File: src/rtl/pba_pkg.sv
// shared types, constants and codes for the page bitmap allocator
`timescale 1ns / 1ps

package pba_pkg;

  // default number of pages in the map
  localparam int DEF_PAGES = 256;

  // stream payload widths
  localparam int OP_W      = 3;
  localparam int PAGE_W    = 8;
  localparam int LEN_W     = 9;
  localparam int COUNT_W   = 8;
  localparam int IN_DATA_W  = 24;
  localparam int OUT_DATA_W = 24;

  // operation codes carried in the op field
  typedef enum logic [OP_W-1:0] {
    OP_MARK_USED = 3'd0,
    OP_MARK_FREE = 3'd1,
    OP_TEST      = 3'd2,
    OP_FIND      = 3'd3,
    OP_COUNT     = 3'd4
  } op_t;

  // controller states
  typedef enum logic [2:0] {
    ST_CLEAR,
    ST_IDLE,
    ST_DECODE,
    ST_SCAN,
    ST_RESULT
  } state_t;

  // commands from controller to datapath
  typedef struct packed {
    logic load;      // capture a new item and reset the scan state
    logic clear;     // write one free entry of the clearing pass
    logic wr_page;   // write the addressed page (mark used or free)
    logic rd_page;   // read the addressed page (test)
    logic scan;      // step the find or count scan
    logic out_load;  // load the result register
  } cmd_t;

  // status from datapath to controller
  typedef struct packed {
    op_t  op;
    logic page_ok;
    logic len_zero;
    logic clear_last;
    logic scan_done;
    logic out_free;
  } sts_t;

endpackage

File: src/rtl/page_bitmap_allocator.sv
// top level of the page bitmap allocator, one result per item
// mark and test go from decode straight to the result state; find (unless its run length is zero)
// and count first scan the map, reading one page per cycle through the single read port
// one item in work at a time, the next input transfer only once the controller is back in idle;
// input is taken while a result waits
// reset: rst starts a clearing pass that writes every page free, no transfer
`timescale 1ns / 1ps

module page_bitmap_allocator import pba_pkg::*; #(
  parameter int PAGES = DEF_PAGES
) (
  input  logic                  clk,
  input  logic                  rst,
  input  logic                  s_axis_tvalid,
  output logic                  s_axis_tready,
  input  logic [IN_DATA_W-1:0]  s_axis_tdata,   // op[2:0], page[10:3], run_length[19:11]
  output logic                  m_axis_tvalid,
  input  logic                  m_axis_tready,
  output logic [OUT_DATA_W-1:0] m_axis_tdata    // status[0], start_page[8:1], used_flag[9],
                                                // used_count[17:10]
);

  cmd_t               cmd;
  sts_t               sts;
  logic               status;
  logic [PAGE_W-1:0]  start_page;
  logic               used_flag;
  logic [COUNT_W-1:0] used_count;

  // controller
  pba_ctrl u_ctrl (
    .clk      (clk),
    .rst      (rst),
    .in_valid (s_axis_tvalid),
    .in_ready (s_axis_tready),
    .sts      (sts),
    .cmd      (cmd)
  );

  // datapath
  pba_datapath #(
    .PAGES (PAGES)
  ) u_datapath (
    .clk        (clk),
    .rst        (rst),
    .op         (s_axis_tdata[2:0]),
    .page       (s_axis_tdata[10:3]),
    .run_length (s_axis_tdata[19:11]),
    .cmd        (cmd),
    .sts        (sts),
    .out_ready  (m_axis_tready),
    .out_valid  (m_axis_tvalid),
    .status     (status),
    .start_page (start_page),
    .used_flag  (used_flag),
    .used_count (used_count)
  );

  // pack the result transfer
  assign m_axis_tdata = {6'b0, used_count, used_flag, start_page, status};

endmodule

File: src/rtl/pba_ctrl.sv
// controller state machine for the page bitmap allocator
`timescale 1ns / 1ps

module pba_ctrl import pba_pkg::*; (
  input  logic clk,
  input  logic rst,
  input  logic in_valid,
  output logic in_ready,
  input  sts_t sts,
  output cmd_t cmd
);

  state_t state;
  state_t state_next;

  // state register
  always_ff @(posedge clk) begin
    if (rst) begin
      state <= ST_CLEAR;
    end else begin
      state <= state_next;
    end
  end

  // next state
  always_comb begin
    state_next = state;
    unique case (state)
      ST_CLEAR: begin
        if (sts.clear_last) state_next = ST_IDLE;
      end
      ST_IDLE: begin
        if (in_valid) state_next = ST_DECODE;
      end
      ST_DECODE: begin
        unique case (sts.op)
          OP_FIND:  state_next = sts.len_zero ? ST_RESULT : ST_SCAN;
          OP_COUNT: state_next = ST_SCAN;
          default:  state_next = ST_RESULT;
        endcase
      end
      ST_SCAN: begin
        if (sts.scan_done) state_next = ST_RESULT;
      end
      ST_RESULT: begin
        if (sts.out_free) state_next = ST_IDLE;
      end
      default: state_next = ST_CLEAR;
    endcase
  end

  // outputs
  always_comb begin
    cmd      = '0;
    in_ready = 1'b0;
    unique case (state)
      ST_CLEAR: cmd.clear = 1'b1;
      ST_IDLE: begin
        in_ready = 1'b1;
        cmd.load = in_valid;
      end
      ST_DECODE: begin
        unique case (sts.op)
          OP_MARK_USED, OP_MARK_FREE: cmd.wr_page = sts.page_ok;
          OP_TEST:                    cmd.rd_page = 1'b1;
          default:                    cmd = '0;
        endcase
      end
      ST_SCAN:   cmd.scan = 1'b1;
      ST_RESULT: cmd.out_load = sts.out_free;
      default:   cmd = '0;
    endcase
  end

endmodule

File: src/rtl/pba_datapath.sv
// bitmap memory, scan counters and result register for the page bitmap allocator
`timescale 1ns / 1ps

module pba_datapath import pba_pkg::*; #(
  parameter int PAGES = DEF_PAGES
) (
  input  logic                  clk,
  input  logic                  rst,
  input  logic [OP_W-1:0]       op,
  input  logic [PAGE_W-1:0]     page,
  input  logic [LEN_W-1:0]      run_length,
  input  cmd_t                  cmd,
  output sts_t                  sts,
  input  logic                  out_ready,
  output logic                  out_valid,
  output logic                  status,
  output logic [PAGE_W-1:0]     start_page,
  output logic                  used_flag,
  output logic [COUNT_W-1:0]    used_count
);

  localparam int AW = $clog2(PAGES);
  localparam int RW = $clog2(PAGES + 1);
  localparam int CW = (RW > LEN_W) ? RW : LEN_W;
  localparam int FW = ((AW > PAGE_W) ? AW : PAGE_W) + 2;
  localparam int SW = (AW > COUNT_W) ? AW : COUNT_W;
  localparam logic [AW-1:0] LAST = AW'(PAGES - 1);

  // item registers
  op_t               op_q;
  logic [PAGE_W-1:0] page_q;
  logic [LEN_W-1:0]  len_q;

  // bitmap storage, 1 means free
  logic              mem [PAGES];
  logic              rd_bit;
  logic              rd_en;
  logic [AW-1:0]     rd_addr;
  logic              wr_en;
  logic [AW-1:0]     wr_addr;
  logic              wr_bit;

  // scan state
  logic [AW-1:0]     scan_addr;
  logic              issued_all;
  logic              rd_vld;
  logic [AW-1:0]     rd_addr_q;
  logic [RW-1:0]     run;
  logic [AW-1:0]     used;
  logic              found;
  logic [PAGE_W-1:0] first;
  logic              scan_done;

  // combinational helpers
  logic              page_ok;
  logic [AW-1:0]     page_addr;
  logic              proc;
  logic [RW-1:0]     run_inc;
  logic              hit;
  logic [FW-1:0]     first_calc;
  logic              addr_last;
  logic [SW-1:0]     used_ext;

  // result values
  logic              res_status;
  logic [PAGE_W-1:0] res_start;
  logic              res_used;
  logic [COUNT_W-1:0] res_count;

  // capture the item on transfer
  always_ff @(posedge clk) begin
    if (cmd.load) begin
      op_q   <= op_t'(op);
      page_q <= page;
      len_q  <= run_length;
    end
  end

  // address and write selection
  always_comb begin
    page_ok   = (13'(page_q) < 13'(PAGES));
    page_addr = AW'(page_q);
    rd_en     = (cmd.scan && !issued_all) || cmd.rd_page;
    rd_addr   = cmd.scan ? scan_addr : page_addr;
    wr_en     = cmd.clear || cmd.wr_page;
    wr_addr   = cmd.clear ? scan_addr : page_addr;
    wr_bit    = cmd.clear ? 1'b1 : (op_q == OP_MARK_FREE);
  end

  // bitmap memory with registered read
  always_ff @(posedge clk) begin
    if (wr_en) mem[wr_addr] <= wr_bit;
    if (rd_en) rd_bit <= mem[rd_addr];
  end

  // scan step on the returned bit
  always_comb begin
    proc       = cmd.scan && rd_vld && !scan_done;
    run_inc    = run + 1'b1;
    hit        = rd_bit && (op_q == OP_FIND) && (CW'(run_inc) == CW'(len_q));
    first_calc = FW'(rd_addr_q) + FW'(1) - FW'(len_q);
    addr_last  = (rd_addr_q == LAST);
  end

  // scan control registers and output valid
  always_ff @(posedge clk) begin
    if (rst) begin
      scan_addr  <= '0;
      issued_all <= 1'b0;
      rd_vld     <= 1'b0;
      run        <= '0;
      used       <= '0;
      found      <= 1'b0;
      scan_done  <= 1'b0;
      out_valid  <= 1'b0;
    end else begin
      if (cmd.load) begin
        scan_addr  <= '0;
        issued_all <= 1'b0;
        rd_vld     <= 1'b0;
        run        <= '0;
        used       <= '0;
        found      <= 1'b0;
        scan_done  <= 1'b0;
      end else begin
        if (cmd.clear) scan_addr <= scan_addr + 1'b1;
        if (cmd.scan && !issued_all) begin
          scan_addr <= scan_addr + 1'b1;
          if (scan_addr == LAST) issued_all <= 1'b1;
        end
        rd_vld <= cmd.scan && !issued_all;
        if (proc) begin
          if (op_q == OP_FIND) run <= rd_bit ? run_inc : '0;
          if (hit) found <= 1'b1;
          if ((op_q == OP_COUNT) && !rd_bit && !addr_last) used <= used + 1'b1;
          if (hit || addr_last) scan_done <= 1'b1;
        end
      end
      if (cmd.out_load) begin
        out_valid <= 1'b1;
      end else if (out_ready) begin
        out_valid <= 1'b0;
      end
    end
  end

  // address of the bit in flight and start of the found run
  always_ff @(posedge clk) begin
    rd_addr_q <= scan_addr;
    if (proc && hit) first <= first_calc[PAGE_W-1:0];
  end

  // result selection
  always_comb begin
    used_ext   = SW'(used);
    res_status = 1'b1;
    res_start  = '0;
    res_used   = 1'b0;
    res_count  = '0;
    unique case (op_q)
      OP_MARK_USED, OP_MARK_FREE: res_status = !page_ok;
      OP_TEST: begin
        res_status = !page_ok;
        res_used   = page_ok && !rd_bit;
      end
      OP_FIND: begin
        res_status = !found;
        res_start  = found ? first : '0;
      end
      OP_COUNT: begin
        res_status = 1'b0;
        res_count  = (used_ext > SW'(255)) ? {COUNT_W{1'b1}} : used_ext[COUNT_W-1:0];
      end
      default: res_status = 1'b1;
    endcase
  end

  // result register
  always_ff @(posedge clk) begin
    if (cmd.out_load) begin
      status     <= res_status;
      start_page <= res_start;
      used_flag  <= res_used;
      used_count <= res_count;
    end
  end

  // status to the controller
  always_comb begin
    sts.op         = op_q;
    sts.page_ok    = page_ok;
    sts.len_zero   = (len_q == '0);
    sts.clear_last = (scan_addr == LAST);
    sts.scan_done  = scan_done;
    sts.out_free   = !out_valid || out_ready;
  end

endmodule
File: config.mk
export PLATFORM = sky130hd
export DESIGN_NAME = page_bitmap_allocator
export DESIGN_NICKNAME = d
export VERILOG_FILES = /design/src/rtl/pba_pkg.sv /design/src/rtl/page_bitmap_allocator.sv /design/src/rtl/pba_ctrl.sv /design/src/rtl/pba_datapath.sv
export SDC_FILE = /design/constraint.sdc
export NUM_CORES = 1
export LEC_CHECK = 0
export ABC_AREA = 1
export ABC_CLOCK_PERIOD_IN_PS = 14650
export BUFFER_PORTS_ARGS = -buffer_cell sky130_fd_sc_hd__buf_2
export CORE_MARGIN = 4
export CORE_UTILIZATION = 55
export DETAILED_ROUTE_END_ITERATION = 10
export PLACE_DENSITY = 0.77
export SLEW_MARGIN = 20
export SYNTH_ARGS = -nofsm -noshare
export SYNTH_HDL_FRONTEND = slang
export SYNTH_HIERARCHICAL = 1
export SYNTH_SLANG_ARGS = --single-unit
File: constraint.sdc
create_clock -name clk -period 14.65 [get_ports clk]
set_clock_uncertainty 0.05 [all_clocks]
set_input_delay 2.93 -clock clk [delete_from_list [all_inputs] [get_ports clk]]
set_output_delay 2.93 -clock clk [all_outputs]
set_load 0.1 [all_outputs]
* After elaboration in Yosys (flattened, before gate mapping) *
Memory sizes are Yosys's and may differ from the RTL's. A register that Yosys moved wholly into a read port is not among the register bits.
Cells that the tools add are included.

operators by class
  add/sub/neg operators = 5
  magnitude comparators = 1
  equality and inequality tests = 15
  mux-type cells = 27
  reductions and logical operators = 33

operator list
  kind                   number
  $mux W8                5
  $add A8 B1 Y8 const B  3
  $eq A8 B8 Y1 const B   2
  $mux W3                5
  $pmux W3 S5            1
  $eq A3 B2 Y1 const B   4
  $mux W1                12
  $reduce_and A2 Y1      6
  $add A9 B1 Y9 const B  1
  $eq A9 B9 Y1           1
  $logic_not A9 Y1       1
  $mux W9                1
  $gt A8 B8 Y1 const B   1
  $logic_and A1 B1 Y1    8
  $sub A8 B8 Y8          1
  $eq A3 B1 Y1 const B   2
  $eq A3 B3 Y1 const B   2
  $logic_not A1 Y1       6
  $logic_not A3 Y1       2
  $ne A2 B2 Y1 const B   3
  $pmux W3 S2            1
  $logic_or A1 B1 Y1     4
  $reduce_and A4 Y1      1
  $reduce_bool A2 Y1     2
  other kinds (5)        6

storage, ports and cells
  register bits after elaboration = 87
  RAM bits = 256
  output and inout port bits = 26
  word-level logic and storage cells = 100
  memories kept = 1

memories
  memory          depth  bits a word  read ports  clocked after Yosys merged registers in  write ports  line                RTL
  u_datapath.mem  256    1            1           1                                        1            pba_datapath.sv:35  logic mem [PAGES];

* Longest topological paths before layout *
  depth after elaboration = 7
  gate-level depth with buffers = 17
  mapped depth without buffers = 15

* Modules after synthesis *
The synthesis kept the hierarchy.

modules (own cells, without submodules)
  module                 times used  cells an instance  area an instance (sq um)
  pba_datapath           1           1763               16214.3
  pba_ctrl               1           54                 282.8
  page_bitmap_allocator  1           9                  63.8

* Worst setup path after synthesis *
Ideal clock, no wire load.

  path kind = register -> register
  from = register u_datapath.op_q[2]
  to = memory u_datapath.mem[0], data pin
  setup time = 2.233 ns
  arrival time = 10.924 ns
  required time = 12.367 ns
  path slack = 1.443 ns
  cell stages (with the launch flop) = 2
  path through = edfxtp_1 o31ai_1

on the way
  longest elaborated chain between the ends = 2

RTL lines
  element                   line                RTL
  start: declaration        pba_datapath.sv:30  op_t op_q;
  start signal: assignment  pba_datapath.sv:73  op_q <= op_t'(op);
  $eq A3 B1 Y1              pba_datapath.sv:87  wr_bit = cmd.clear ? 1'b1 : (op_q == OP_MARK_FREE);
  $mux W1                   pba_datapath.sv:87
  via u_datapath.wr_bit     pba_datapath.sv:41  logic wr_bit;
  end: declaration          pba_datapath.sv:35

The timed path passes the listed nets, and every way through them passes these cells.

* Worst setup path after layout *
  from = register u_ctrl.state[0]
  to = output port s_axis_tready

on the way
  longest elaborated chain between the ends = 2

RTL lines
  element                   line                         RTL
  start: declaration        pba_ctrl.sv:13               state_t state;
  start signal: assignment  pba_ctrl.sv:21               state <= state_next;
  $eq A3 B1 Y1              pba_ctrl.sv:56               unique case (state)
  $mux W1                   pba_ctrl.sv:56
  end: declaration          page_bitmap_allocator.sv:15  output logic s_axis_tready,

Every way passes these cells.

==> results.yml <==
floorplan:
  fp.dieArea_sq_um: 33000
  effective_utilization_at_floorplan_pct: 55.9
  core.rowCount: 63
  fp.coreArea_sq_um: 29600
  chip_width_microns: 182
  io_pins: 54
  die_height_microns: 182
routing:
  wl_met1_mm: 15.1
  first_pass_iters: 7
  number_of_nets_still_failing_antenna_checks_after_routing: 0
  routed_wl_mm: 39.0
  avgRoutedWirePerCell_microns: 17.4
  detail_route.iter0.violations: 1388
  route.detailed.vias_per_inst: 5.53
  route.top_layer_used: "met4"
  vias: 12400
  drc: 0
  routed-wl-met3_mm: 3.41
  dr_wl_met2_mm: 19.1
pwr:
  clock_power_share_pct: 40.7
  p_per_area_nw_per_um2: 125
  cellInternalPower_mw: 1.69
  power.switching_fraction_pct: 25.1
  p_sw_mw: 0.566
  cellLeakagePower_nw: 7.03
  maximum_vdd_drop_uv: 128
  combPwrFrac_pct: 10.4
  sequentialPowerShare_pct: 49.0
placed_design:
  numPortBuffers: 43
  number_of_placed_cells_counting_well_taps: 2179
  routabilityCongestion: 0.873
  post-dp-hpwl_mm: 21.3
  dpl-instance-area_sq_um: 16900
logic_synthesis:
  yosys_warnings: 6
  synth-main-ff-cell: "sky130_fd_sc_hd__edfxtp_1"
  synthArstFlopShare_pct: 0
  synth_sequential_area_ratio_pct: 59.9
  post_synth_instance_area_sq_um: 16600
  synth_cells: 1826
  count_of_flip_flops_with_a_built_in_enable_after_synthesis: 303
  synth-seq-cells: 344
  synth.most_common_cell: "sky130_fd_sc_hd__nand2_1"
  synth_top_cells_by_count: "sky130_fd_sc_hd__nand2_1, sky130_fd_sc_hd__nor2_1, sky130_fd_sc_hd__edfxtp_1"
  count_of_unique_library_cells_instantiated_by_yosys: 42
  syn_avg_cell_area_sq_um: 9.07
  synth.top_cell.area_share_pct: 54.9
  synth_area_leaders: "sky130_fd_sc_hd__edfxtp_1, sky130_fd_sc_hd__nand2_1, sky130_fd_sc_hd__nand3_1, sky130_fd_sc_hd__nor2_1, sky130_fd_sc_hd__inv_1"
  yosys.area.top_type: "sky130_fd_sc_hd__edfxtp_1"
timing:
  worst-slew-pin-transition_ns: 1.19
  period_share_pct: 32.4
  setup_repair_after_global_routing_missed_its_margin: "no"
  setup_viol: 0
  finalHoldWorstSlack_ns: 0.310
  final_number_of_max_transition_violations: 0
  tns_ns: 0
  report.final.hold_viol_count: 0
  max_slew_margin_pct: 20.2
  max_clock_freq_mhz: 211
  finalCriticalPeriod_ns: 4.75
finish:
  final_cells: 2244
  nets: 1872
  insertedDiodeCount: 0
  post_route_cells_drive_above_1_share_pct: 8.14
  finalInstanceArea_sq_um: 18100
  utilization_pct: 60.9
  synthToLayoutAreaGrowth_pct: 9.06
outcome:
  run_status: "completed"
clock_network:
  tritoncts.num_buffers: 36
  clk_path_buf_depth: 3
  cts_tree: "built"
  cts_repair_resize_count: 0
  postCtsSetupRepairBufs: 0
  worstSkewPairLatency_ns: 0.52
  cts_root_buffer: "sky130_fd_sc_hd__clkbuf_16"
  tritoncts_sinks: 344
  cts_hold_buffers: 0
  cts.clk_slew.worst_paths_ns: 0.06
  htreeDepth: 2
run:
  number_of_max_capacitance_violations_reported: 0
global_route:
  grt_overflow_total: 0
  number_of_antenna_violations_at_the_first_check_in_global_routing: 1
  grt_first_pass_wirelength_mm: 62.4
  first_global_vias: 11900
  grt_use_total_pct: 23.5
  maximum_number_of_pins_on_one_net_before_global_route_repair: 257
setup_path:
  crit_type: "reg -> out"
  worst-endpoint-arrival_ns: 1.77
  setup.worst_path.end_class: "output port"
  crit_path_max_fanout: 5
  crit_path_start_kind: "flop"
  cp.required_ns: 11.67
min_path:
  hold_class: "reg -> reg"
final timing paths:
path / cells past startpoint / endpoint / slack (ns) / startpoint
worst max-delay path: 5 / s_axis_tready / 9.90 / u_ctrl/state[0]
worst min-delay path: 0 / u_datapath/rd_addr_q[7] / 0.31 / u_datapath/scan_addr[7]
worst max register to register: 15 / u_datapath/rd_bit / 10.51 / u_ctrl/state[0]
worst min register to register: 0 / u_datapath/rd_addr_q[7] / 0.31 / u_datapath/scan_addr[7]
critical path, cell delays in order, from the launching register on:
cell                      delay (ns)
sky130_fd_sc_hd__dfxtp_1        0.42
sky130_fd_sc_hd__inv_1          0.07
sky130_fd_sc_hd__nor2_1         0.13
sky130_fd_sc_hd__nand2_1        0.14
sky130_fd_sc_hd__inv_1          0.07
sky130_fd_sc_hd__buf_2          0.42
power groups by stage:
stage	Clock (mW)	Combinational, mW	Sequential [mW]
after global routing	0.971	0.255	1.10
after CTS	0.931	0.227	1.10
after floorplan	0	0.155	1.14
final	0.917	0.234	1.10
after global placement	0	0.218	1.12
after detailed placement	0	0.224	1.12
layout make-up:
class                           count  area [sq um]
Sequential cell                   344          9920
Fill cell                        2412         11600
Timing Repair Buffer               53           303
Inverter                          259           973
Tap cell                          390           488
Clock inverter                     20           211
Multi-Input combinational cell   1133          5180
Clock buffer                       45           985
registers in the layout, summed over array words and instances (netlist names), 3 cells and up:
signal                 cells
u_datapath/used_count      8
u_datapath/used            8
u_datapath/run             9
u_datapath/len_q           9
u_datapath/scan_addr       8
u_ctrl/state               3
u_datapath/op_q            3
u_datapath/start_page      8
u_datapath/rd_addr_q       8
u_datapath/mem           256
u_datapath/first           8
u_datapath/page_addr       8
per-layer routing:
layer	vias up	global-route usage, %
li1	5880	-
met1	5861	30.3
met2	564	40.5
met3	114	4.13
met4	0	8.23
met5	-	0
cell families (layout without fill, tap and decap cells):
kind of cell	count (synthesis)	count (layout)	synth area share, %
AO/OA/AOI/OAI	77	77	2.72
XOR/XNOR	13	13	0.688
adder cells (fa/ha/maj)	17	17	1.33
buffers and inverters	354	377	9.19
flip-flops	344	344	59.9
other	2	7	0.0453
AND/OR/NAND/NOR	1019	1019	26.1
layout by cell type, fill, tap and decap left out, types with 2 or more instances in the layout:
master and count:
sky130_fd_sc_hd__clkinv_1 6, sky130_fd_sc_hd__o21ai_2 4, sky130_fd_sc_hd__clkinv_2 8, sky130_fd_sc_hd__nand3_2 3, sky130_fd_sc_hd__inv_2 4, sky130_fd_sc_hd__ha_1 16
sky130_fd_sc_hd__nor2_4 2, sky130_fd_sc_hd__a211oi_1 2, sky130_fd_sc_hd__nor2_1 309, sky130_fd_sc_hd__buf_2 43, sky130_fd_sc_hd__buf_4 9, sky130_fd_sc_hd__inv_1 254
sky130_fd_sc_hd__a21oi_1 32, sky130_fd_sc_hd__or2_2 4, sky130_fd_sc_hd__bufinv_16 4, sky130_fd_sc_hd__nand2_4 3, sky130_fd_sc_hd__o21ai_1 7, sky130_fd_sc_hd__xor2_1 10
sky130_fd_sc_hd__o211ai_1 6, sky130_fd_sc_hd__xnor2_1 3, sky130_fd_sc_hd__nor3_1 10, sky130_fd_sc_hd__nor3_2 3, sky130_fd_sc_hd__nand3_1 253, sky130_fd_sc_hd__dfxtp_1 41
sky130_fd_sc_hd__nand4_1 4, sky130_fd_sc_hd__conb_1 7, sky130_fd_sc_hd__nand3b_1 7, sky130_fd_sc_hd__clkbuf_8 5, sky130_fd_sc_hd__nand2_2 8, sky130_fd_sc_hd__nand2_1 399
sky130_fd_sc_hd__clkbuf_1 4, sky130_fd_sc_hd__clkbuf_16 36, sky130_fd_sc_hd__o21ai_0 21, sky130_fd_sc_hd__edfxtp_1 303, sky130_fd_sc_hd__nor4_1 6, sky130_fd_sc_hd__nor2_2 5
sky130_fd_sc_hd__o21ai_4 2
stage by stage:
step           power (mW)  setup slack (ns)
4_1_cts              2.26              9.90
3_3_place_gp         1.34              9.25
3_5_place_dp         1.35              9.62
5_1_grt              2.33              9.76
6_report             2.26              9.90
2_1_floorplan        1.29              1.44
Power figures use the tool's default switching activity.
